File: src/khash_pkg.sv
// Shared constants and types of the k-mer counting hash table.
package khash_pkg;

	// Result field widths
	localparam int STATUS_W = 3;
	localparam int BUCKET_W = 14;
	localparam int COUNT_W  = 8;
	localparam int PROBES_W = 9;
	localparam int MAXP_W   = 8;
	localparam int LOG2_W   = 4;
	localparam int CFG_IDX_W = 1;

	// Parameter defaults
	localparam int TABLE_DEPTH_DEF = 16384;
	localparam int KEY_WIDTH_DEF   = 62;

	// Count saturation and smallest table size
	localparam logic [COUNT_W-1:0] COUNT_MAX = 8'd255;
	localparam logic [LOG2_W-1:0]  LOG2_MIN  = 4'd4;

	// Register reset values
	localparam logic [MAXP_W-1:0] MAXP_RST = 8'd62;
	localparam logic [LOG2_W-1:0] LOG2_RST = 4'd14;

	// Configuration register indexes
	localparam logic [CFG_IDX_W-1:0] CFG_MAX_PROBES = 1'b0;
	localparam logic [CFG_IDX_W-1:0] CFG_TABLE_LOG2 = 1'b1;

	// Operation codes
	localparam logic OP_INSERT = 1'b0;
	localparam logic OP_LOOKUP = 1'b1;

	// Status codes
	localparam logic [STATUS_W-1:0] ST_NEW      = 3'd0;
	localparam logic [STATUS_W-1:0] ST_COUNTED  = 3'd1;
	localparam logic [STATUS_W-1:0] ST_FOUND    = 3'd2;
	localparam logic [STATUS_W-1:0] ST_NOTFOUND = 3'd3;
	localparam logic [STATUS_W-1:0] ST_FULL     = 3'd4;

	// One result item
	typedef struct packed {
		logic [PROBES_W-1:0] probes;
		logic [COUNT_W-1:0]  count;
		logic [BUCKET_W-1:0] bucket;
		logic [STATUS_W-1:0] status;
	} res_t;

endpackage

File: src/khash_seq.sv
// Probe sequencer: clearing pass, linear probe walk with one key compare per cycle.
module khash_seq #(
	parameter int DEPTH = khash_pkg::TABLE_DEPTH_DEF,
	parameter int KEY_W = khash_pkg::KEY_WIDTH_DEF,
	parameter int AW    = $clog2(DEPTH)
) (
	input  logic                          clk,
	input  logic                          arst_n,
	// Input item
	input  logic                          in_valid,
	output logic                          in_ready,
	input  logic                          in_op,
	input  logic [KEY_W-1:0]              in_key,
	// Settings
	input  logic [AW-1:0]                 slot_mask,
	input  logic [khash_pkg::PROBES_W-1:0] limit,
	// Table memory
	output logic [AW-1:0]                 rd_addr,
	input  logic [KEY_W-1:0]              rd_key,
	input  logic [khash_pkg::COUNT_W-1:0] rd_cnt,
	output logic                          we,
	output logic [AW-1:0]                 wr_addr,
	output logic [KEY_W-1:0]              wr_key,
	output logic [khash_pkg::COUNT_W-1:0] wr_cnt,
	// Result
	output logic                          res_valid,
	input  logic                          res_ready,
	output khash_pkg::res_t               res
);

	localparam logic [1:0] S_CLR   = 2'd0;
	localparam logic [1:0] S_IDLE  = 2'd1;
	localparam logic [1:0] S_PROBE = 2'd2;
	localparam logic [AW-1:0] LAST_ADDR = AW'(DEPTH - 1);

	logic [1:0]                     state_q;
	logic [AW-1:0]                  clr_q;
	logic [AW-1:0]                  slot_q;
	logic [KEY_W-1:0]               key_q;
	logic                           op_q;
	logic [khash_pkg::PROBES_W-1:0] probes_q;

	logic                           accept;
	logic                           empty;
	logic                           match;
	logic                           at_limit;
	logic                           done;
	logic                           commit;
	logic [khash_pkg::PROBES_W-1:0] probes_n;
	logic [AW-1:0]                  slot_n;
	logic [khash_pkg::COUNT_W-1:0]  cnt_inc;

	assign in_ready = (state_q == S_IDLE);
	assign accept   = in_valid && in_ready;

	// Compare unit
	assign empty    = (rd_cnt == '0);
	assign match    = (rd_key == key_q);
	assign probes_n = probes_q + 9'd1;
	assign at_limit = (probes_n == limit);
	assign slot_n   = (slot_q + AW'(1)) & slot_mask;
	assign cnt_inc  = (rd_cnt == khash_pkg::COUNT_MAX) ? rd_cnt : rd_cnt + 8'd1;
	assign done     = (state_q == S_PROBE) && (empty || match || at_limit);
	assign res_valid = done;
	assign commit   = done && res_ready && (op_q == khash_pkg::OP_INSERT) && (empty || match);

	// Pick the slot read next; hold the current slot while the result stalls
	always_comb begin
		case (state_q)
			S_IDLE:  rd_addr = AW'(in_key) & slot_mask;
			S_PROBE: rd_addr = done ? slot_q : slot_n;
			default: rd_addr = slot_q;
		endcase
	end

	// Write port: clearing pass or claim/count
	always_comb begin
		we      = 1'b0;
		wr_addr = slot_q;
		wr_key  = key_q;
		wr_cnt  = empty ? 8'd1 : cnt_inc;
		if (state_q == S_CLR) begin
			we      = 1'b1;
			wr_addr = clr_q;
			wr_cnt  = '0;
		end else if (commit) begin
			we = 1'b1;
		end
	end

	// Build the result
	always_comb begin
		res.probes = probes_n;
		res.bucket = '0;
		res.count  = '0;
		if (op_q == khash_pkg::OP_LOOKUP) begin
			res.status = khash_pkg::ST_NOTFOUND;
		end else begin
			res.status = khash_pkg::ST_FULL;
		end
		if (empty) begin
			if (op_q == khash_pkg::OP_INSERT) begin
				res.status = khash_pkg::ST_NEW;
				res.bucket = khash_pkg::BUCKET_W'(slot_q);
				res.count  = 8'd1;
			end
		end else if (match) begin
			res.bucket = khash_pkg::BUCKET_W'(slot_q);
			if (op_q == khash_pkg::OP_INSERT) begin
				res.status = khash_pkg::ST_COUNTED;
				res.count  = cnt_inc;
			end else begin
				res.status = khash_pkg::ST_FOUND;
				res.count  = rd_cnt;
			end
		end
	end

	// Sequencer
	always_ff @(posedge clk or negedge arst_n) begin
		if (!arst_n) begin
			state_q <= S_CLR;
			clr_q   <= '0;
		end else begin
			case (state_q)
				S_CLR: begin
					clr_q <= clr_q + AW'(1);
					if (clr_q == LAST_ADDR) state_q <= S_IDLE;
				end
				S_IDLE: begin
					if (accept) state_q <= S_PROBE;
				end
				S_PROBE: begin
					if (done && res_ready) state_q <= S_IDLE;
				end
				default: state_q <= S_IDLE;
			endcase
		end
	end

	// Item registers: latch on accept, advance one slot per probe
	always_ff @(posedge clk) begin
		if (accept) begin
			key_q    <= in_key;
			op_q     <= in_op;
			slot_q   <= AW'(in_key) & slot_mask;
			probes_q <= '0;
		end else if ((state_q == S_PROBE) && !done) begin
			slot_q   <= slot_n;
			probes_q <= probes_n;
		end
	end

endmodule

File: config.mk
export PLATFORM = sky130hd
export DESIGN_NAME = khash_seq
export DESIGN_NICKNAME = d
export VERILOG_FILES = /design/src/khash_pkg.sv /design/src/khash_seq.sv
export SDC_FILE = /design/constraint.sdc
export NUM_CORES = 1
export LEC_CHECK = 0
export BUFFER_PORTS_ARGS = -buffer_cell sky130_fd_sc_hd__buf_2
export CAP_MARGIN = 20
export CORE_MARGIN = 5
export CORE_UTILIZATION = 30
export DETAILED_ROUTE_END_ITERATION = 7
export HOLD_SLACK_MARGIN = 0.08
export PLACE_DENSITY_LB_ADDON = 0.1
export REMOVE_ABC_BUFFERS = 1
export SLEW_MARGIN = 20
export SYNTH_ARGS = -nofsm -noshare
export SYNTH_HDL_FRONTEND = slang
export SYNTH_SLANG_ARGS = --single-unit
File: constraint.sdc
create_clock -name clk -period 4.5 [get_ports clk]
set_input_delay 0.45 -clock clk [delete_from_list [all_inputs] [get_ports clk]]
set_output_delay 0.45 -clock clk [all_outputs]
set_load 0.02 [all_outputs]
# After elaboration in Yosys (flattened, before gate mapping)
# Index checks and enable logic that the tools add are counted.
[word_totals]
ff_bits = 102
inputBits = 160
wordCells = 55
[op_classes]
add_sub_neg = 4
n_eq_ne = 9
n_mux = 20
bitwise_logic = 3
reduce_logical = 13
[ops]
columns = ["op", "n"]
rows = [
  ["62-bit equality test", 1],
  ["14-bit 2-to-1 mux", 4],
  ["25-bit 2-to-1 mux", 2],
  ["8-bit 2-to-1 mux", 4],
  ["14-bit by 1-bit adder with 14-bit output, second input constant", 2],
  ["14-bit AND", 2],
  ["14-bit one-hot mux with 2 select lines", 1],
  ["18-bit 2-to-1 mux", 1],
  ["14-bit equality test, second input constant", 1],
  ["9-bit by 1-bit adder with 9-bit output, second input constant", 1],
  ["9-bit equality test", 1],
  ["8-bit by 1-bit adder with 8-bit output, second input constant", 1],
  ["8-bit equality test, second input constant", 1],
  ["8-bit logical NOT", 1],
  ["2-bit 2-to-1 mux", 4],
  ["1-bit logical AND", 6],
  ["2-bit by 1-bit inequality test with 1-bit output, second input constant", 3],
  ["2-bit one-hot mux with 3 select lines", 1],
  ["3-bit 2-to-1 mux", 1],
  ["3-bit AND reduction", 1],
  ["2-bit by 1-bit equality test with 1-bit output, second input constant", 1],
  ["2-bit equality test, second input constant", 1],
  ["2-bit logical NOT", 1],
  ["1-bit logical OR", 2],
  ["4 further kinds", 5],
]

# Depth between registers and ports, before layout
# Gate-level depths: netlist of the first run.
[depth]
depth_word = 9
ltp_mapped = 10
ltp_nobuf = 8

# Worst setup path before layout of the first run
# OpenSTA, ideal clock, no wires.
[synth_path]
path_kind = "reg-to-reg"
from = "reg state_q[1]"
to = "reg slot_q[10], data pin"
setup_time_ns = 0.369
arrival_time_ns = 3.372
slack_ns = 0.759
stages_incl_launch_ff = 8
n_path_buf = 2
synth_period_minus_slack_ns = 3.741
path_cell_list = "dfrtp_1 -> inv_1 -> ha_1 -> clkbuf_1 -> nand2_1 -> clkinv_1 -> clkbuf_1 -> o22ai_1"
[synth_between]
elab_chain_len = 3
[synth_rtl]
columns = ["element", "line_no", "source"]
rows = [
  ["start: declaration", "khash_seq.sv:36", "logic [1:0] state_q;"],
  ["start signal: assignment", "khash_seq.sv:122", "state_q <= S_CLR;"],
  ["start signal: assignment", "khash_seq.sv:128", "if (clr_q == LAST_ADDR) state_q <= S_IDLE;"],
  ["start signal: assignment", "khash_seq.sv:131", "if (accept) state_q <= S_PROBE;"],
  ["2-bit by 1-bit equality test with 1-bit output", "khash_seq.sv:53", "assign in_ready = (state_q == S_IDLE);"],
  ["net in_ready", "khash_seq.sv:11", "output logic in_ready,"],
  ["1-bit logical AND", "khash_seq.sv:54", "assign accept = in_valid && in_ready;"],
  ["net accept", "khash_seq.sv:43", "logic accept;"],
  ["14-bit 2-to-1 mux", "khash_seq.sv:143", "if (accept) begin"],
  ["end signal: assignment", "khash_seq.sv:146", "slot_q <= AW'(in_key) & slot_mask;"],
  ["end signal: assignment", "khash_seq.sv:149", "slot_q <= slot_n;"],
  ["end: declaration", "khash_seq.sv:38", "logic [AW-1:0] slot_q;"],
]
# The timed path passes the listed nets, and every way through them passes these cells.
# A chain may end at the register's enable or synchronous reset.

# Final worst setup path of the first run
[layout_path]
from = "reg probes_q[0] (netlist bit)"
to = "out rd_addr[10]"
[layout_between]
elab_chain_len = 6
[layout_rtl]
columns = ["element", "line_no", "source"]
rows = [
  ["start: declaration", "khash_seq.sv:41", "logic [khash_pkg::PROBES_W-1:0] probes_q;"],
  ["start signal: assignment", "khash_seq.sv:150", "probes_q <= probes_n;"],
  ["9-bit by 1-bit adder with 9-bit output", "khash_seq.sv:59", "assign probes_n = probes_q + 9'd1;"],
  ["9-bit equality test", "khash_seq.sv:60", "assign at_limit = (probes_n == limit);"],
  ["1-bit logical OR", "khash_seq.sv:63", "assign done = (state_q == S_PROBE) && (empty || match || at_limit);"],
  ["1-bit logical AND", "khash_seq.sv:63", ""],
  ["14-bit 2-to-1 mux", "khash_seq.sv:71", "S_PROBE: rd_addr = done ? slot_q : slot_n;"],
  ["14-bit one-hot mux with 2 select lines", "khash_seq.sv:69", "case (state_q)"],
  ["end: declaration", "khash_seq.sv:18", "output logic [AW-1:0] rd_addr,"],
]
# Every way passes these cells.

==> results of run 1 <==
flip-flops by register name, indices dropped and copies added (netlist names):
register / count
clr_q: 14
wr_key: 62
probes_q: 9
slot_q: 14
state_q: 2
op_q: 1
metal layers:
| metal | wire length [um] | share of wire | vias to the layer above |
|---|---|---|---|
| met2 | 10600 | 0.48 | 231 |
| met3 | 1680 | 0.076 | 22 |
| li1 | - | - | 2776 |
| met1 | 9400 | 0.43 | 2684 |
| met5 | 29 | 0.0013 | - |
| met4 | 327 | 0.015 | 8 |
final timing paths:
path / to / slack (ps) / depth (start not counted)
min in group asynchronous: clr_q[9] / 530 / 2
worst max register to register: slot_q[1] / 860 / 8
worst min-delay path: wr_key[47] / 260 / 1
worst min register to register: clr_q[12] / 490 / 1
worst max-delay path: rd_addr[10] / 420 / 10
max in group asynchronous: clr_q[5] / 3700 / 2
synthesized netlist by cell type (12+ instances only):
cell type  instances  area [um^2]
nand2_1           52          195
xnor2_1           36          315
a21oi_1           12         60.1
and2_1            22          138
clkbuf_1          21         78.8
dfrtp_1           16          400
o21ai_0           17         85.1
xor2_1            76          666
nor2_1            46          173
edfxtp_1          77         2310
inv_1             26         97.6
nand4_1           17          106
nor4_1            17          106
and3_1            12         75.1
nand3_1           36          180
through the flow:
stage / setup WS, ps / std cells / cell area, um^2
2_1_floorplan: 949 / 580 / 6080
3_3_place_gp: 899 / 1153 / 7960
3_5_place_dp: 821 / 1153 / 7960
4_1_cts: 410 / 1170 / 8280
5_1_grt: 129 / 1171 / 8290
6_report: 423 / 1171 / 8290
report_power, final:
part	switching [mW]	internal [mW]
registers	0.243	1.30
logic	1.32	0.715
clock network	0.392	0.446
total	1.96	2.46
cells by family after synthesis:
logic type | Yosys count | share of synthesized area
xor+xnor | 114 | 0.165
buf+inv | 60 | 0.0409
simple gates | 224 | 0.182
compound gates | 91 | 0.108
mux | 13 | 0.0225
flops | 102 | 0.464
fa+ha+maj | 9 | 0.0181
area by class of cell:
type | instances | area share
Multi-Input combinational cell | 451 | 0.373
Sequential cell | 102 | 0.349
Timing Repair Buffer | 304 | 0.187
Tap cell | 270 | 0.0408
Clock buffer | 9 | 0.0272
Inverter | 27 | 0.0124
Clock inverter | 7 | 0.0104
Antenna cell | 1 | 0.000302
worst max-delay path: cells and delay by family, from the launching register on:
kind	cells	cell delay, ps
buf+inv	2	550
flops	1	470
fa+ha+maj	1	320
simple gates	3	630
compound gates	3	990
xor+xnor	1	300
repair_timing:
item                                    CTS  global route
hold buffers                              1             0
setup buffers                             0             0
hold endpoints to repair                 16             0
endpoints found under the setup margin    0             0
==> results by group, run 1 <==
Layout
  – Fin util: 0.407
  – Proportion of layout cells with a drive suffix above 1: 0.374
  – Storage cell area: 2890 um^2
  – Commonest non-fill, non-tap cells in the layout: buf_2 (294), edfxtp_1 (77), xor2_1 (76)
  – Count of filler cells inserted in the layout: 2058
  – Area growth from synthesis to layout: 32.9%
  – Area used by multi-input combinational logic: 3090 um^2
  – # nets final: 1064
  – Most frequent standard cell in the layout excluding fill and tap cells: buf_2

Critical path
  – Critical Path Slowest Stage Cell: a211oi_2
  – Origin of the critical flop-to-flop path: probes_q[0]
  – Critical Path Max Stage Delay: 750 ps
  – Setup Crit Path Kind: reg2out
  – Critical path arrival: 3630 ps
  – Endpoint class of the critical path: output port
  – Startpoint type of the worst setup path: register
  – Top fanout value on the critical path: 12
  – Required time of the critical path: 4050 ps
  – Ordered cell list for the critical path: ha_1 > and3_1 > nand3_1 > xnor2_1 > a2111oi_4 > a211oi_2 > buf_4 > nand4_1 > o311ai_1 > buf_2
  – Worst setup path startpoint: probes_q[0]

Global route
  – Final global-route overflow total: 0
  – Via count of the first global-routing pass: 5648
  – Gr busiest metal: met2
  – First-pass GRT wire length: 32700 um
  – Pin count of the biggest net entering global routing: 32
  – Initial antenna violation count: 5
  – All-Layer GR Usage: 0.176
  – GR met2 Demand/Resource: 0.295
  – Grt met3 use: 0.0492
  – GR met1 Demand/Resource: 0.224

Die
  – Boundary pin count: 295
  – Initial cell density of the core: 0.306
  – Placeable core area: 20400 um^2
  – Die X-Extent: 154 um
  – Row cnt: 52
  – Die outline area: 23800 um^2
  – Die height: 154 um

Status
  – Result of the run: complete, no violations

Place
  – Half-perimeter wire length of the detailed placement result: 17800 um
  – Port Buffer Count: 294
  – Weighted congestion at the end of routability-driven global placement: 0.866

Min path
  – Worst hold start: in_key[47]
  – Worst hold path class: in2reg

Run
  – Number of violations of the max-capacitance limit: 0

Clock tree
  – Number of buffers between clock root and the deepest sink: 2
  – CTS sink cnt: 102
  – Clock latency of the later-clocked register in the worst-skew pair: 350 ps
  – Register clock-pin slew on the reported worst setup and hold paths: 80 ps
  – Inserted Clock Buffers: 9
  – Number of levels in the clock H-tree: 3
  – CTS tree: yes
  – Clk Tree Root Cell: clkbuf_16
  – CTS-repair resized insts: 0

STA
  – Final hold vios: 0
  – Maximum clock rate: 245 MHz
  – Worst hold slack across all endpoints: 265 ps
  – Clock period minus worst slack: 4080 ps
  – Final period util: 0.906
  – Actual slew at the worst max-slew pin: 835 ps
  – RSZ-0062 raised after global routing: no
  – Setup total negative slack: 0 ps
  – Setup violations, final: 0
  – Count of final max-slew check failures: 0
  – Headroom to the max-slew limit: 0.442
  – Skew final: 14.7 ps

Yosys
  – Post-Synthesis Cell Area: 6240 um^2
  – Post-synthesis cell count: 613
  – Prevailing post-synth register cell: edfxtp_1
  – Mean area per synthesized cell: 10.2 um^2
  – Synth Register Bits: 102
  – Post-synth EDFFs: 77
  – Synth warn: 0
  – Count of different cell masters after synthesis: 62
  – Share of the yosys chip area belonging to registers: 0.464
  – Share of async-settable or async-resettable flops after synthesis: 0.157

Drt
  – Per-cell via count in the routed design: 4.89
  – Routed Wire Length: 22100 um
  – DRT iter0 DRCs: 331
  – Remaining number of nets flagged by the antenna check after routing: 0
  – Detailed Routing Iterations Pass 1: 4
  – Wire per inst: 18.8 um
  – DRC viols: 0
  – Via count: 5721

Power and ir drop
  – Overall power of the completed layout: 4.42 mW
  – Leakage power summed over all cells: 3.73 nW
  – Worst IR drop on VDD: 0.267 mV
  – Power density cells: 533 nW/um^2
(Power assumes the default switching activity.)
==> inputs of run 2 (changes only) <==
--- a/config.mk
+++ b/config.mk
@@ -9,6 +9,7 @@
 export CAP_MARGIN = 20
 export CORE_MARGIN = 5
 export CORE_UTILIZATION = 30
+export CTS_CLUSTER_SIZE = 40
 export DETAILED_ROUTE_END_ITERATION = 7
 export HOLD_SLACK_MARGIN = 0.08
 export PLACE_DENSITY_LB_ADDON = 0.1
==> constraint.sdc (replaced) <==
create_clock -name clk -period 4.5 [get_ports clk]
set_input_delay 0.45 -clock clk [delete_from_list [all_inputs] [get_ports clk]]
set_output_delay 0.45 -clock clk [all_outputs]
set_load 0.01 [all_outputs]
==> run 2 against run 1 <==
  * Global-route usage increased by 0.18 points
  * Clock skew decreased by 0.67 ps
  * Non-clock buffer count decreased by 1
  * Largest power group unchanged
==> results by group, run 2 (synthesis gave the netlist of run 1 again) <==
Place
  – Half-perimeter wire length of the detailed placement result: 17800 um
  – Cells after DPL: 1152
  – Port Buffer Count: 294
  – Worst-case setup slack after placement: 853 ps
  – Weighted congestion at the end of routability-driven global placement: 0.835

Die
  – Die height: 154 um
  – Die outline area: 23800 um^2
  – Boundary pin count: 295
  – Row cnt: 52
  – Die X-Extent: 154 um
  – Placeable core area: 20400 um^2
  – Initial cell density of the core: 0.306

STA
  – Clock period minus worst slack: 4040 ps
  – Worst path setup slack after routing: 455 ps
  – Skew final: 14.1 ps
  – Maximum clock rate: 247 MHz
  – Actual slew at the worst max-slew pin: 663 ps
  – Setup violations, final: 0
  – Count of final max-slew check failures: 0
  – RSZ-0062 raised after global routing: no
  – Worst hold slack across all endpoints: 264 ps
  – Final hold vios: 0
  – Headroom to the max-slew limit: 0.554
  – Setup total negative slack: 0 ps
  – Final period util: 0.899

Global route
  – Initial antenna violation count: 1
  – Pin count of the biggest net entering global routing: 33
  – All-Layer GR Usage: 0.178
  – Via count of the first global-routing pass: 5603
  – Final global-route overflow total: 0
  – First-pass GRT wire length: 32800 um

Layout
  – Max FFs per register: 62
  – Commonest non-fill, non-tap cells in the layout: buf_2 (294), edfxtp_1 (77), xor2_1 (76)
  – Count of filler cells inserted in the layout: 2055
  – Proportion of layout cells with a drive suffix above 1: 0.374
  – Final cell count without fillers: 1170
  – # nets final: 1063
  – Most frequent standard cell in the layout excluding fill and tap cells: buf_2
  – Area growth from synthesis to layout: 32.5%

Drt
  – Wire per inst: 19.0 um
  – DRC viols: 0
  – Via count: 5641
  – Routed Wire Length: 22200 um
  – Detailed Routing Iterations Pass 1: 4
  – DRT iter0 DRCs: 367
  – Remaining number of nets flagged by the antenna check after routing: 0
  – Per-cell via count in the routed design: 4.82

Clock tree
  – CTS sink cnt: 102
  – CTS-repair resized insts: 0
  – Post-CTS repair timing setup buffer count: 0
  – Inserted Clock Buffers: 9
  – Clock latency of the later-clocked register in the worst-skew pair: 350 ps
  – Number of buffers between clock root and the deepest sink: 2
  – Register clock-pin slew on the reported worst setup and hold paths: 80 ps
  – CTS tree: yes
  – Number of levels in the clock H-tree: 3
  – Clk Tree Root Cell: clkbuf_16

Power and ir drop
  – Overall power of the completed layout: 4.13 mW
  – Power density cells: 500 nW/um^2
  – Worst IR drop on VDD: 0.223 mV
  – Leakage power summed over all cells: 3.71 nW

Run
  – Number of violations of the max-capacitance limit: 0

Critical path
  – Critical path arrival: 3590 ps
  – Setup Crit Path Kind: reg2out
  – Top fanout value on the critical path: 22
  – Required time of the critical path: 4050 ps
  – Startpoint type of the worst setup path: register
  – Endpoint class of the critical path: output port

Min path
  – Worst hold path class: in2reg

Status
  – Result of the run: complete, no violations
[run 2: changes by cell type in the layout (fill, tap and decap cells not counted), sizes merged]
cell    previous run  this run
buf              303       302
bufinv             1         0
clkinv             3         4
[run 2: what timing repair did]
item                                    CTS  global route
hold buffers                              1             0
endpoints found under the setup margin    0             0
hold endpoints to repair                 16             0
[run 2: power breakdown]
| part | internal [mW] | switching (mW) | leakage, nW | total [mW] |
|---|---|---|---|---|
| registers | 1.30 | 0.243 | 1.01 | 1.54 |
| clock network | 0.395 | 0.397 | 0.149 | 0.791 |
| logic | 0.718 | 1.08 | 2.56 | 1.80 |
[run 2: final timing paths]
check                      depth (start not counted)   startpoint         end  slack, ps
min in group asynchronous                          2       arst_n    clr_q[2]        540
setup reg to reg                                   9  probes_q[0]   slot_q[3]        970
max in group asynchronous                          2       arst_n    clr_q[5]       3680
setup / recovery                                  10  probes_q[0]  rd_addr[0]        460
hold / removal                                     1   in_key[49]  wr_key[49]        260
hold reg to reg                                    1    clr_q[13]   clr_q[13]        490
[run 2: stage by stage]
| step | utilization | cell area [um^2] |
|---|---|---|
| after floorplan | - | 6080 |
| after detailed placement | 0.391 | 7950 |
| final | 0.406 | 8270 |
| after CTS | 0.406 | 8260 |
| after global routing | 0.406 | 8270 |
| after global placement | 0.391 | 7950 |
[run 2: routing by layer]
layer | global-route usage | vias to the layer above | routed length [um]
met3 | 0.0453 | 20 | 1720
met2 | 0.303 | 238 | 10600
met4 | 0.0496 | 0 | 380
li1 | - | 2768 | -
met1 | 0.224 | 2615 | 9450
met5 | 0 | - | 0
[run 2: worst max-delay path: stages, from the launching register on]
cell and delay [ps]:
dfxtp_1 510, ha_1 350, and3_1 330, nand3_1 240, xnor2_1 220, a2111oi_4 530
a211oi_2 140, buf_4 250, o21a_1 240, o21ai_1 230, buf_2 180
[run 2: layout make-up]
cell class                 instances  area (um^2)  share of cell area
tap                              270          338              0.0409
antenna                            1         2.50            0.000303
sequential                       102         2890               0.350
clock buffer                       9          225              0.0272
inverter                          27          103              0.0124
clock inverter                     7         72.6             0.00878
multi-input combinational        451         3090               0.374
timing repair buffer             303         1540               0.186
==> inputs of run 3 (changes only) <==
--- a/config.mk
+++ b/config.mk
@@ -7,7 +7,7 @@
 export LEC_CHECK = 0
 export BUFFER_PORTS_ARGS = -buffer_cell sky130_fd_sc_hd__buf_2
 export CAP_MARGIN = 20
-export CORE_MARGIN = 5
+export CORE_MARGIN = 3
 export CORE_UTILIZATION = 30
 export CTS_CLUSTER_SIZE = 40
 export DETAILED_ROUTE_END_ITERATION = 7
==> run 3 against run 2 <==
  * Count of clock-buffer cells in the layout is the same
  * Worst hold slack lost 1.7 ps
  * Die area shrank 5.1%
  * Largest cell class unchanged
  * Utilization grew 0.31 points
==> results by group, run 3 (synthesis gave the netlist of run 1 again) <==
STA
  – Actual slew at the worst max-slew pin: 657 ps
  – RSZ-0062 raised after global routing: no
  – Setup total negative slack: 0 ps
  – Final hold vios: 0
  – Count of final max-slew check failures: 0
  – Worst hold slack across all endpoints: 263 ps
  – Skew final: 11.0 ps
  – Maximum clock rate: 261 MHz
  – Setup violations, final: 0
  – Clock period minus worst slack: 3830 ps
  – Headroom to the max-slew limit: 0.561
  – Final period util: 0.852
  – Worst path setup slack after routing: 666 ps

Global route
  – All-Layer GR Usage: 0.184
  – Final global-route overflow total: 0
  – Pin count of the biggest net entering global routing: 37
  – First-pass GRT wire length: 31500 um
  – Initial antenna violation count: 2
  – Via count of the first global-routing pass: 5346

Die
  – Placeable core area: 20300 um^2
  – Initial cell density of the core: 0.307
  – Die outline area: 22600 um^2
  – Row cnt: 52
  – Die height: 150 um
  – Die X-Extent: 150 um
  – Boundary pin count: 295

Power and ir drop
  – Power spent charging and discharging nets: 1.72 mW
  – Leakage power summed over all cells: 3.73 nW
  – Power density cells: 504 nW/um^2
  – Design internal power: 2.47 mW
  – Overall power of the completed layout: 4.19 mW
  – Worst IR drop on VDD: 0.240 mV
  – Switching portion of total power: 0.411
  – Part of the power in the clock network: 0.200
  – Power share of the combinational group: 0.435
  – Sequential cell fraction of total power: 0.365

Clock tree
  – Number of levels in the clock H-tree: 3
  – Register clock-pin slew on the reported worst setup and hold paths: 80 ps
  – Inserted Clock Buffers: 9
  – CTS-repair resized insts: 0
  – CTS sink cnt: 102
  – Number of buffers between clock root and the deepest sink: 2
  – Clk Tree Root Cell: clkbuf_16
  – Clock latency of the later-clocked register in the worst-skew pair: 360 ps
  – Number of buffers inserted by hold repair at cts: 1
  – CTS tree: yes
  – Post-CTS repair timing setup buffer count: 0

Place
  – Port Buffer Count: 294
  – Weighted congestion at the end of routability-driven global placement: 0.839
  – Half-perimeter wire length of the detailed placement result: 17400 um
  – Worst-case setup slack after placement: 1060 ps
  – Cells after DPL: 1154
  – Instance area after placement: 7980 um^2

Layout
  – Most frequent standard cell in the layout excluding fill and tap cells: buf_2
  – Max FFs per register: 62
  – # nets final: 1065
  – Fin util: 0.409
  – Area growth from synthesis to layout: 33.1%
  – Commonest non-fill, non-tap cells in the layout: buf_2 (294), edfxtp_1 (77), xor2_1 (76)
  – Final design area excluding fillers: 8300 um^2
  – Final cell count without fillers: 1172
  – Proportion of layout cells with a drive suffix above 1: 0.374

Critical path
  – Gate family responsible for the most delay along the worst path: compound AO/OA/AOI/OAI gates
  – Setup Crit Path Kind: reg2out
  – Endpoint class of the critical path: output port
  – Top fanout value on the critical path: 22
  – Required time of the critical path: 4050 ps
  – Startpoint type of the worst setup path: register
  – Ordered cell list for the critical path: ha_1 > and3_1 > nand3_1 > xnor2_1 > a2111oi_4 > a211oi_2 > buf_4 > o311ai_1 > buf_2
  – Critical path arrival: 3380 ps
  – Buf+Inv Stages, Crit Path: 2
  – Critical Path Max Stage Delay: 530 ps
  – Critical Path Slowest Stage Cell: a2111oi_4

Drt
  – Detailed Routing Iterations Pass 1: 8
  – Routed Wire Length: 21800 um
  – Wire per inst: 18.6 um
  – Per-cell via count in the routed design: 4.85
  – Remaining number of nets flagged by the antenna check after routing: 0
  – DRT iter0 DRCs: 344
  – Via count: 5680
  – DRC viols: 0

Min path
  – Worst hold path class: in2reg

Run
  – Number of violations of the max-capacitance limit: 0

Status
  – Result of the run: complete, no violations
[run 3: metal layers]
layer	GRT usage	routed length, um	up-vias
met5	0	20	-
li1	-	-	2775
met3	0.0509	1840	11
met1	0.236	9240	2665
met2	0.314	10500	227
met4	0.0348	180	2
[run 3: final cells by class]
cell class,count,area [um^2]
Multi-Input combinational cell,451,3090
Tap cell,270,338
Antenna cell,1,2.50
Timing Repair Buffer,305,1570
Fill cell,2079,12000
Inverter,27,103
Clock inverter,7,85.1
Clock buffer,9,225
Sequential cell,102,2890
[run 3: path summary, 6_finish.rpt]
kind	from	endpoint	slack, ps	depth (start not counted)
setup / recovery	probes_q[0]	rd_addr[8]	670	9
min in group asynchronous	arst_n	clr_q[12]	540	2
hold / removal	in_key[54]	wr_key[54]	260	1
hold reg to reg	clr_q[7]	clr_q[7]	500	1
max in group asynchronous	arst_n	state_q[0]	3690	2
setup reg to reg	probes_q[0]	slot_q[11]	1130	9
[run 3: power by group through the flow]
stage               clock (mW)  combinational, mW  sequential (mW)
finish                   0.839               1.82             1.53
global route             0.899               2.01             1.57
CTS                      0.867               1.85             1.53
detailed placement           0               1.84             1.55
global placement             0               1.85             1.56
floorplan                    0               1.00             1.54
